**config.mk**
```make
export PLATFORM = sky130hd
export DESIGN_NAME = tmtd_ctrl
export DESIGN_NICKNAME = d
export VERILOG_FILES = /design/src/rtl/core/tmtd_pkg.sv /design/src/rtl/core/tmtd_ctrl.sv
export SDC_FILE = /design/constraint.sdc
export NUM_CORES = 1
export LEC_CHECK = 0
export BUFFER_PORTS_ARGS = -buffer_cell sky130_fd_sc_hd__buf_4
export CAP_MARGIN = 25
export CORE_UTILIZATION = 44
export DETAILED_ROUTE_END_ITERATION = 8
export PLACE_DENSITY = 0.83
export SETUP_SLACK_MARGIN = 0.4
export SYNTH_ARGS = -nofsm -noshare
export SYNTH_HDL_FRONTEND = slang
export SYNTH_SLANG_ARGS = --single-unit
```
**constraint.sdc**
```tcl
create_clock -name clk -period 1.5 [get_ports clk]
set_input_delay 0.3 -clock clk [delete_from_list [all_inputs] [get_ports clk]]
set_output_delay 0.3 -clock clk [all_outputs]
set_load 0.02 [all_outputs]
```
**src/rtl/core/tmtd_pkg.sv**
```systemverilog
// Package for the tempo map converter: command/status structs, codes, constants.
// Used by tmtd_ctrl, tmtd_datapath and the top level; depends on nothing.
package tmtd_pkg;

    // Fixed point widths
    localparam int TIME_W = 48;            // ms, Q.16, signed
    localparam int COEF_W = 56;            // ms per tick, Q.32, unsigned
    localparam int DVS_W  = 26;            // divisor width
    localparam int DIV_STEPS = COEF_W;
    localparam int DCNT_W = $clog2(DIV_STEPS);

    localparam logic [23:0] DEFAULT_TEMPO = 24'd500000;
    localparam logic [15:0] DEFAULT_TICKS = 16'd192;
    localparam logic [COEF_W-1:0] COEF_RESET =
        COEF_W'((64'd500000 << 32) / 64'd192000);

    // Item commands
    localparam logic CMD_LOAD  = 1'b0;
    localparam logic CMD_EVENT = 1'b1;

    // Divider operand select
    localparam logic [1:0] DS_DEFAULT = 2'd0;
    localparam logic [1:0] DS_SMPTE   = 2'd1;
    localparam logic [1:0] DS_ENTRY   = 2'd2;

    // Tick span select for scaling
    localparam logic [1:0] TS_SEG   = 2'd0;
    localparam logic [1:0] TS_EVENT = 2'd1;
    localparam logic [1:0] TS_SMPTE = 2'd2;

    // Result status codes
    localparam logic [1:0] ST_OK    = 2'd0;
    localparam logic [1:0] ST_FULL  = 2'd1;
    localparam logic [1:0] ST_CLAMP = 2'd2;

    // Configuration register indexes
    localparam logic [1:0] CFG_FPS      = 2'd0;
    localparam logic [1:0] CFG_TICKS    = 2'd1;
    localparam logic [1:0] CFG_FALLBACK = 2'd2;

    typedef struct packed {
        logic       latch;
        logic       load_wr;
        logic       div_start;
        logic [1:0] div_sel;
        logic       div_step;
        logic       coef_load;
        logic       mem_rd;
        logic       mag_load;
        logic [1:0] tsel;
        logic       mul_lo;
        logic       mul_hi;
        logic       scale;
        logic       acc;
        logic       fin;
        logic       emit;
    } ctl_cmd_t;

    typedef struct packed {
        logic div_last;
        logic walk_ok;
        logic fps_nz;
    } ctl_stat_t;

    // Saturate a 50-bit signed value to the 48-bit time range
    function automatic logic [TIME_W-1:0] sat_time(input logic signed [49:0] v);
        logic signed [49:0] hi;
        logic signed [49:0] lo;
        hi = 50'sh0_7FFF_FFFF_FFFF;
        lo = -50'sh0_8000_0000_0000;
        if (v > hi)
            sat_time = hi[TIME_W-1:0];
        else if (v < lo)
            sat_time = lo[TIME_W-1:0];
        else
            sat_time = v[TIME_W-1:0];
    endfunction

endpackage

```
**src/rtl/core/tmtd_ctrl.sv**
```systemverilog
// Sequencer for the tempo map converter: walks loads, divisions, scaling.
// Depends on tmtd_pkg; drives tmtd_datapath through command/status structs.
module tmtd_ctrl (
    input  logic                clk,
    input  logic                rst_n,
    input  logic                start,
    input  logic                cmd,
    input  logic                first,
    input  tmtd_pkg::ctl_stat_t stat,
    output tmtd_pkg::ctl_cmd_t  ctl,
    output logic                busy
);
    import tmtd_pkg::*;

    localparam logic [3:0] S_IDLE   = 4'd0;
    localparam logic [3:0] S_LOAD   = 4'd1;
    localparam logic [3:0] S_DIV    = 4'd2;
    localparam logic [3:0] S_COEF   = 4'd3;
    localparam logic [3:0] S_BRANCH = 4'd4;
    localparam logic [3:0] S_WRD    = 4'd5;
    localparam logic [3:0] S_WCK    = 4'd6;
    localparam logic [3:0] S_MAG    = 4'd7;
    localparam logic [3:0] S_MLO    = 4'd8;
    localparam logic [3:0] S_MHI    = 4'd9;
    localparam logic [3:0] S_SCL    = 4'd10;
    localparam logic [3:0] S_ACC    = 4'd11;
    localparam logic [3:0] S_FIN    = 4'd12;
    localparam logic [3:0] S_EMIT   = 4'd13;

    logic [3:0] state_reg, state_next;
    logic [1:0] dsel_reg, dsel_next;
    logic [1:0] tsel_reg, tsel_next;

    // State and routing registers
    always_ff @(posedge clk or negedge rst_n)
    begin
        if (!rst_n)
        begin
            state_reg <= S_IDLE;
            dsel_reg  <= DS_DEFAULT;
            tsel_reg  <= TS_EVENT;
        end
        else
        begin
            state_reg <= state_next;
            dsel_reg  <= dsel_next;
            tsel_reg  <= tsel_next;
        end
    end

    assign busy = (state_reg != S_IDLE);

    // Next state and commands
    always_comb
    begin
        state_next = state_reg;
        dsel_next  = dsel_reg;
        tsel_next  = tsel_reg;
        ctl        = '0;
        ctl.div_sel = dsel_reg;
        ctl.tsel    = tsel_reg;
        case (state_reg)
            S_IDLE:
            begin
                if (start)
                begin
                    ctl.latch = 1'b1;
                    if (cmd == CMD_LOAD)
                        state_next = S_LOAD;
                    else if (first)
                    begin
                        ctl.div_start = 1'b1;
                        ctl.div_sel   = DS_DEFAULT;
                        dsel_next     = DS_DEFAULT;
                        state_next    = S_DIV;
                    end
                    else
                        state_next = S_BRANCH;
                end
            end
            S_LOAD:
            begin
                ctl.load_wr = 1'b1;
                state_next  = S_IDLE;
            end
            S_DIV:
            begin
                ctl.div_step = 1'b1;
                if (stat.div_last)
                begin
                    if (dsel_reg == DS_SMPTE)
                    begin
                        tsel_next  = TS_SMPTE;
                        state_next = S_MAG;
                    end
                    else
                        state_next = S_COEF;
                end
            end
            S_COEF:
            begin
                ctl.coef_load = 1'b1;
                state_next = (dsel_reg == DS_DEFAULT) ? S_BRANCH : S_WRD;
            end
            S_BRANCH:
            begin
                if (stat.fps_nz)
                begin
                    ctl.div_start = 1'b1;
                    ctl.div_sel   = DS_SMPTE;
                    dsel_next     = DS_SMPTE;
                    state_next    = S_DIV;
                end
                else
                    state_next = S_WRD;
            end
            S_WRD:
            begin
                ctl.mem_rd = 1'b1;
                state_next = S_WCK;
            end
            S_WCK:
            begin
                tsel_next  = stat.walk_ok ? TS_SEG : TS_EVENT;
                state_next = S_MAG;
            end
            S_MAG:
            begin
                ctl.mag_load = 1'b1;
                state_next = S_MLO;
            end
            S_MLO:
            begin
                ctl.mul_lo = 1'b1;
                state_next = S_MHI;
            end
            S_MHI:
            begin
                ctl.mul_hi = 1'b1;
                state_next = S_SCL;
            end
            S_SCL:
            begin
                ctl.scale  = 1'b1;
                state_next = (tsel_reg == TS_SEG) ? S_ACC : S_FIN;
            end
            S_ACC:
            begin
                ctl.acc       = 1'b1;
                ctl.div_start = 1'b1;
                ctl.div_sel   = DS_ENTRY;
                dsel_next     = DS_ENTRY;
                state_next    = S_DIV;
            end
            S_FIN:
            begin
                ctl.fin    = 1'b1;
                state_next = S_EMIT;
            end
            S_EMIT:
            begin
                ctl.emit   = 1'b1;
                state_next = S_IDLE;
            end
            default:
            begin
                state_next = S_IDLE;
            end
        endcase
    end

endmodule

```
==> impl_metrics.csv, run 1 <==
group,metric,value,unit
placement,place_area,1200,sq um
sta,worst-ep-kind,"top-level output",
placement,place_congestion,0.869,
clock_tree,cts_made_buffers,3,
synth,yosys.area_share.simple,36.3,%
outcome,haltStage,"global routing (5_1_grt)",
synth,ys_async_sr_fraction,100,%
placement,dp_hpwl,1960,microns
synth,synth.avg_cell_area,8.27,sq um
synth,yosys_most_used_dff,"dfrtp_1",
synth,synth_edf_count,0,
synth,ys_types,33,
clock_tree,cts_root_buffer,"clkbuf_4",
synth,ys_ff_latch,8,
outcome,firstError,"[ERROR DPL-0038] Utilization greater than 100%, impossible to legalize",
floorplanning,die_w,43.6,microns
synth,synth_top_family_by_area,"simple AND/OR/NAND/NOR gates",
synth,syn-cell-area,761,sq um
clock_tree,clock_path_buffers,2,
clock_tree,clock-sinks,8,
floorplanning,fp.dieH,43.6,microns
global_routing,grt_start_max_net_pins,10,
placement,pre_cts_slack,-153,ps
synth,ys_seq_area_share,26.5,%
synth,synth_fp_nets,100,
floorplanning,io_pins,26,
floorplanning,num_rows,14,
outcome,status,"did not finish",
synth,synthAdderAreaFrac,0,%
floorplanning,start_util,48.8,%
synth,synth-compound-area-share,21.5,%
synth,synth.mux.area_fraction,2.63,%
synth,ys_warn_count,0,
clock_tree,cts_max_level,1,
sta,repair-timing-grt-worst-ep,"ctl[13]",
synth,yosys.area_share.xor_xnor,0,%
placement,port_buffers,25,
synth,synth_cells,92,
cell families after synthesis:
group | Yosys count
AOI/OAI and AO/OA | 26
muxes | 2
buffers and inverters | 12
and+or+nand+nor | 44
DFF | 8
through the flow:
step,cells,hold WS [ps]
after CTS,162,189
after global placement,147,123
after floorplan,92,4.41
after detailed placement,147,126
synth_stat cells, types with 2 or more instances:
library cell	count	area share, %
a21oi_1	6	3.9
nor2_1	10	4.9
nand3_1	2	1.3
buf_4	2	2.0
nand2b_4	3	5.4
o21ai_0	7	4.6
nor3_1	6	3.9
nor4_1	3	2.5
o22ai_1	3	2.5
nand3b_1	3	3.0
buf_6	6	8.9
a31oi_1	2	1.6
mux2i_1	2	2.6
nand2_1	8	3.9
dfrtp_1	7	23
a32oi_1	3	3.5
inv_1	3	1.5
what timing repair did:
| action | CTS |
|---|---|
| hold endpoints to repair | 7 |
| resized for setup | 32 |
| hold buffers | 1 |
| setup endpoints to repair | 26 |
| buffers inserted | 10 |
| pin swaps | 7 |
==> run 2: changes to the inputs <==
- CORE_AREA: unset -> 2 2 63 65
- CORE_UTILIZATION: 44 -> unset
- DIE_AREA: unset -> 0 0 65 67
- PLACE_DENSITY: 0.83 -> unset
- PLACE_DENSITY_LB_ADDON: unset -> 0.15
- SETUP_SLACK_MARGIN: 0.4 -> unset
- clock period: 1.5 -> 2 ns (I/O delays scaled with it)
==> impl_metrics.csv, run 2 <==
group,metric,value,unit
sta,slew_headroom,76.0,%
floorplanning,num_rows,22,
worst_setup_path,r2r_start,"state_reg[1]",
clock_tree,cts_tree,"built",
clock_tree,clock-sinks,8,
floorplanning,core-area,3610,sq um
worst_setup_path,end_kind,"output pin",
floorplanning,die_w,65,microns
synth,ys_async_sr_fraction,100,%
synth,synthAdderAreaFrac,0,%
job,max_cap_violations,0,
sta,timing.final.crit_share,97.6,%
synth,yosysTopAreaCell,"dfrtp_1",
floorplanning,start_util,21.1,%
sta,post-route-min-period,1950,ps
worst_setup_path,critPathMaxFanout,7,
power_and_ir_drop,p_leak,0.443,nW
worst_setup_path,critPathBufInv,1,
clock_tree,cts_root_buffer,"clkbuf_8",
sta,final-max-slew-violation-count,0,
worst_setup_path,crit_slowest_cell,"dfrtp_1",
placement,port_buffers,25,
global_routing,grt_pass1_vias,757,
sta,hold_viol,0,
synth,ys_seq_area_share,26.5,%
synth,yosys_most_used_dff,"dfrtp_1",
finish,drive_above_1_share,39.7,%
synth,yosysMostFrequentCell,"nor2_1",
worst_setup_path,cp.depth,5,
synth,synth.mux.area_fraction,2.63,%
finish,area_growth,39.8,%
worst_setup_path,arrival,1550,ps
synth,ys_types,33,
sta,layout_setup_ws,48.3,ps
worst_setup_path,r2r_slack,410,ps
worst_setup_path,cpPeakStageDelay,400,ps
placement,dp_hpwl,1830,microns
power_and_ir_drop,power.density,1540,nW/um^2
worst_setup_path,reg2reg_to,"state_reg[2]",
drt,first_pass_iters,4,
drt,route.detailed.drc,0,
global_routing,antenna_found_initial,0,
worst_setup_path,r2r_cells,5,
global_routing,grt_start_max_net_pins,18,
synth,synth_fp_nets,100,
placement,pre_cts_slack,224,ps
sta,finClkSkew,5.27,ps
power_and_ir_drop,irDropWorstVdd,605,uV
global_routing,grt_pass1_wl,3780,microns
floorplanning,fp.dieH,67,microns
worst_setup_path,crit_path_end,"ctl[13]",
synth,yosys.area_share.xor_xnor,0,%
synth,synth_cells,92,
floorplanning,io_pins,26,
worst_setup_path,required,1600,ps
drt,avgRoutedWirePerCell,14.0,microns
floorplanning,dieArea,4360,sq um
drt,ant_nets,0,
placement,place_congestion,0.772,
sta,setup_viol,0,
finish,largest_reg_flops,4,
synth,synth-compound-area-share,21.5,%
synth,synth_top_family_by_area,"simple AND/OR/NAND/NOR gates",
finish,final_common_cell,"buf_4",
synth,syn-cell-area,761,sq um
synth,synth_edf_count,0,
drt,routed_wl,2360,microns
synth,synthTopCellsByArea,"dfrtp_1 (23%), buf_6 (8.9%), nand2b_4 (5.4%)",
synth,ys_warn_count,0,
finish,nets,130,
synth,synth.top_cells.by_count,"nor2_1 (10), nand2_1 (8), dfrtp_1 (7), o21ai_0 (7)",
finish,final_util,29.5,%
synth,ys_ff_latch,8,
worst_setup_path,critPathKind,"flip-flop to output pin",
clock_tree,clock_path_buffers,2,
synth,synth.avg_cell_area,8.27,sq um
synth,yosys.area_share.simple,36.3,%
drt,viasPerCell,4.69,
global_routing,overflow,0,
worst_setup_path,crit_family,"compound AO/OA/AOI/OAI gates",
outcome,status,"finished clean",
clock_tree,cts_max_level,1,
global_routing,grt_use_total,11.4,%
drt,detailroute.via_count,792,
min_path,hold_path.class,"primary input to flip-flop",
drt,drt-initial-drc-count,39,
sta,worst_pin_slew,351,ps
worst_setup_path,cp_cell_sequence,"nand2b_4, nor2_1, o31a_1, o22ai_1, buf_4",
finish,antennaDiodeCount,0,
clock_tree,cts_made_buffers,3,
sta,rsz0062_at_grt,"yes",
synth,synth_top_area_share,23.0,%
sta,max_freq,0.512,GHz
worst_setup_path,start_kind,"flip-flop",
clock_tree,path_clk_slew,40,ps
clock_tree,insertion_delay,220,ps
worst_setup_path,startpoint,"state_reg[2]",
finish,final_cell_mix,"buf_4 (33), nor2_1 (10), nand2_1 (8)",
## run 2: cell families (layout without fill, tap and decap cells)
| family | Yosys count | count (layout) |
|---|---|---|
| buffers and inverters | 12 | 41 |
| flip-flops | 8 | 8 |
| AND/OR/NAND/NOR | 44 | 44 |
| multiplexers | 2 | 2 |
| AO/OA/AOI/OAI | 26 | 26 |
## run 2: area by class of cell
class,count,area [sq um]
inverter,3,11.3
multi-input combinational,72,484
fill,403,2540
sequential,8,205
clock buffer,4,45.0
tap,48,60.1
timing repair buffer,34,258
## run 2: worst min-delay path by stage
stage,from,to,slack [ps],depth (start not counted)
4_1_cts,stat[1],tsel_reg[0],330,2
3_3_place_gp,rst_n,tsel_reg[1],220,1
6_report,stat[1],tsel_reg[0],340,2
2_1_floorplan,rst_n,dsel_reg[0],100,0
3_5_place_dp,rst_n,tsel_reg[1],220,1
5_1_grt,stat[1],tsel_reg[0],350,2
## run 2: timing repair
action	in CTS	in global routing
pin swaps	0	3
setup buffers	0	1
hold buffers	1	0
hold endpoints to repair	7	0
setup endpoints to repair	2	2
resized for setup	2	5
## run 2: routing by layer
metal	wire length, microns	up-vias	global-route usage (%)
met5	0	-	0
met4	27	0	5.59
met3	72	2	1.18
met2	1130	20	18.3
met1	1130	376	15.2
li1	-	394	-
## run 2: power breakdown
part | internal [mW] | switching, mW
logic | 0.490 | 0.619
registers | 0.234 | 0.0973
clock network | 0.138 | 0.0592
## run 2: stage by stage
stage | power, mW | cells | hold WS [ps] | area [sq um] | setup TNS [ps]
floorplan | 1.09 | 92 | 104 | 761 | 0
global placement | 1.38 | 163 | 224 | 973 | 0
detailed placement | 1.38 | 163 | 223 | 973 | 0
CTS | 1.61 | 168 | 332 | 1040 | 0
global route | 1.77 | 169 | 353 | 1060 | -38.7
finish | 1.64 | 169 | 337 | 1060 | 0
Power figures use the tool's default switching activity.
==> run 3: changes to the inputs <==
--- a/constraint.sdc
+++ b/constraint.sdc
@@ -3,2 +3,2 @@
 set_output_delay 0.4 -clock clk [all_outputs]
-set_load 0.02 [all_outputs]
+set_load 0.005 [all_outputs]
==> impl_metrics.csv, run 3 (synthesis results as in run 2) <==
group,metric,value,unit
placement,port_buffers,25,
floorplanning,fp.dieH,67,microns
drt,first_pass_iters,4,
sta,finClkSkew,4.32,ps
sta,max_freq,0.505,GHz
floorplanning,start_util,21.1,%
global_routing,grt_pass1_vias,743,
sta,slew_headroom,74.3,%
sta,final-max-slew-violation-count,0,
clock_tree,cts_root_buffer,"clkbuf_8",
placement,place_congestion,0.807,
placement,dp_hpwl,1790,microns
global_routing,overflow,0,
drt,ant_nets,0,
floorplanning,io_pins,26,
finish,final_cell_mix,"buf_4 (30), nor2_1 (10), nand2_1 (8)",
power_and_ir_drop,power.density,1410,nW/um^2
drt,drt-initial-drc-count,10,
finish,regArea,204,sq um
power_and_ir_drop,power,1.45,mW
sta,hold_viol,0,
finish,nets,127,
floorplanning,num_rows,22,
sta,worst_pin_slew,376,ps
clock_tree,path_clk_slew,40,ps
worst_setup_path,critPathMaxFanout,14,
drt,route.detailed.drc,0,
clock_tree,insertion_delay,230,ps
global_routing,antenna_found_initial,0,
drt,detailroute.via_count,777,
clock_tree,cts_max_level,1,
global_routing,grt_pass1_wl,3640,microns
drt,avgRoutedWirePerCell,13.7,microns
finish,fillerInstances,413,
worst_setup_path,required,1600,ps
clock_tree,clock-sinks,8,
clock_tree,cts_tree,"built",
global_routing,grt_start_max_net_pins,18,
sta,timing.final.crit_share,99.1,%
job,max_cap_violations,0,
outcome,status,"finished clean",
power_and_ir_drop,irDropWorstVdd,500,uV
clock_tree,clock_path_buffers,2,
sta,whs,328,ps
drt,viasPerCell,4.68,
worst_setup_path,end_kind,"output pin",
power_and_ir_drop,p_leak,0.427,nW
drt,routed_wl,2270,microns
finish,multiInputGateArea,475,sq um
floorplanning,die_w,65,microns
finish,fin_area,1030,sq um
floorplanning,dieArea,4360,sq um
finish,largest_reg_flops,4,
worst_setup_path,critPathKind,"flip-flop to output pin",
clock_tree,cts_made_buffers,3,
finish,drive_above_1_share,37.3,%
placement,place_area,958,sq um
finish,final_common_cell,"buf_4",
sta,post-route-min-period,1980,ps
worst_setup_path,start_kind,"flip-flop",
floorplanning,core-area,3610,sq um
min_path,hold_path.class,"primary input to flip-flop",
global_routing,grt_use_total,11.1,%
sta,rsz0062_at_grt,"yes",
finish,antennaDiodeCount,0,
sta,setup_viol,0,
worst_setup_path,arrival,1580,ps
finish,area_growth,35.5,%
==> run 3: where the power goes <==
part / switching [mW] / internal, mW
Combinational: 0.466 / 0.445
Sequential: 0.106 / 0.232
Clock: 0.0671 / 0.138
==> run 3: layout make-up <==
type                    instances  area share, %
multi-input cells              72           46.1
repair buffers                 31           22.8
flip-flops and latches          8           19.8
well taps                      48           5.83
clock buffers                   4           4.37
inverters                       3           1.09
==> run 3: routing by layer <==
metal	vias up	part of all wire [%]	track usage [%]
li1	391	-	-
met1	366	49	14.5
met2	18	47	17.9
met3	2	2.9	1.69
met4	0	0.84	4.79
met5	-	0	0
==> run 3: worst paths after layout <==
kind | endpoint | slack, ps | cells past startpoint | from
max | ctl[11] | 20 | 4 | state_reg[0]
min | tsel_reg[0] | 330 | 2 | stat[1]
max reg2reg | state_reg[2] | 360 | 5 | state_reg[0]
min reg2reg | tsel_reg[0] | 500 | 2 | tsel_reg[0]
max in group asynchronous | tsel_reg[0] | 1260 | 2 | rst_n
min in group asynchronous | dsel_reg[1] | 530 | 2 | rst_n
==> run 3: what timing repair did <==
action	4_1_cts	5_1_grt
buffers inserted	0	0
pin swaps	0	2
hold buffers	1	0
cloned	0	0
setup endpoints to repair	2	3
endpoints found under the hold margin	7	0
gates resized for setup	3	1
==> run 3: stage by stage <==
step / setup TNS (ps) / instances / setup WS [ps] / utilization [%]
global route: -27.2 / 166 / -13.9 / 28.6
finish: 0 / 166 / 19.0 / 28.6
detailed placement: 0 / 161 / 209 / 26.6
CTS: 0 / 166 / 13.0 / 28.6
global placement: 0 / 161 / 224 / 26.6
floorplan: 0 / 92 / 394 / -
==> run 3: critical path: stages, from the launching register on <==
cell and delay [ps]:
dfrtp_1 450, buf_4 230, nand2b_4 180, nor3_1 300, buf_4 180
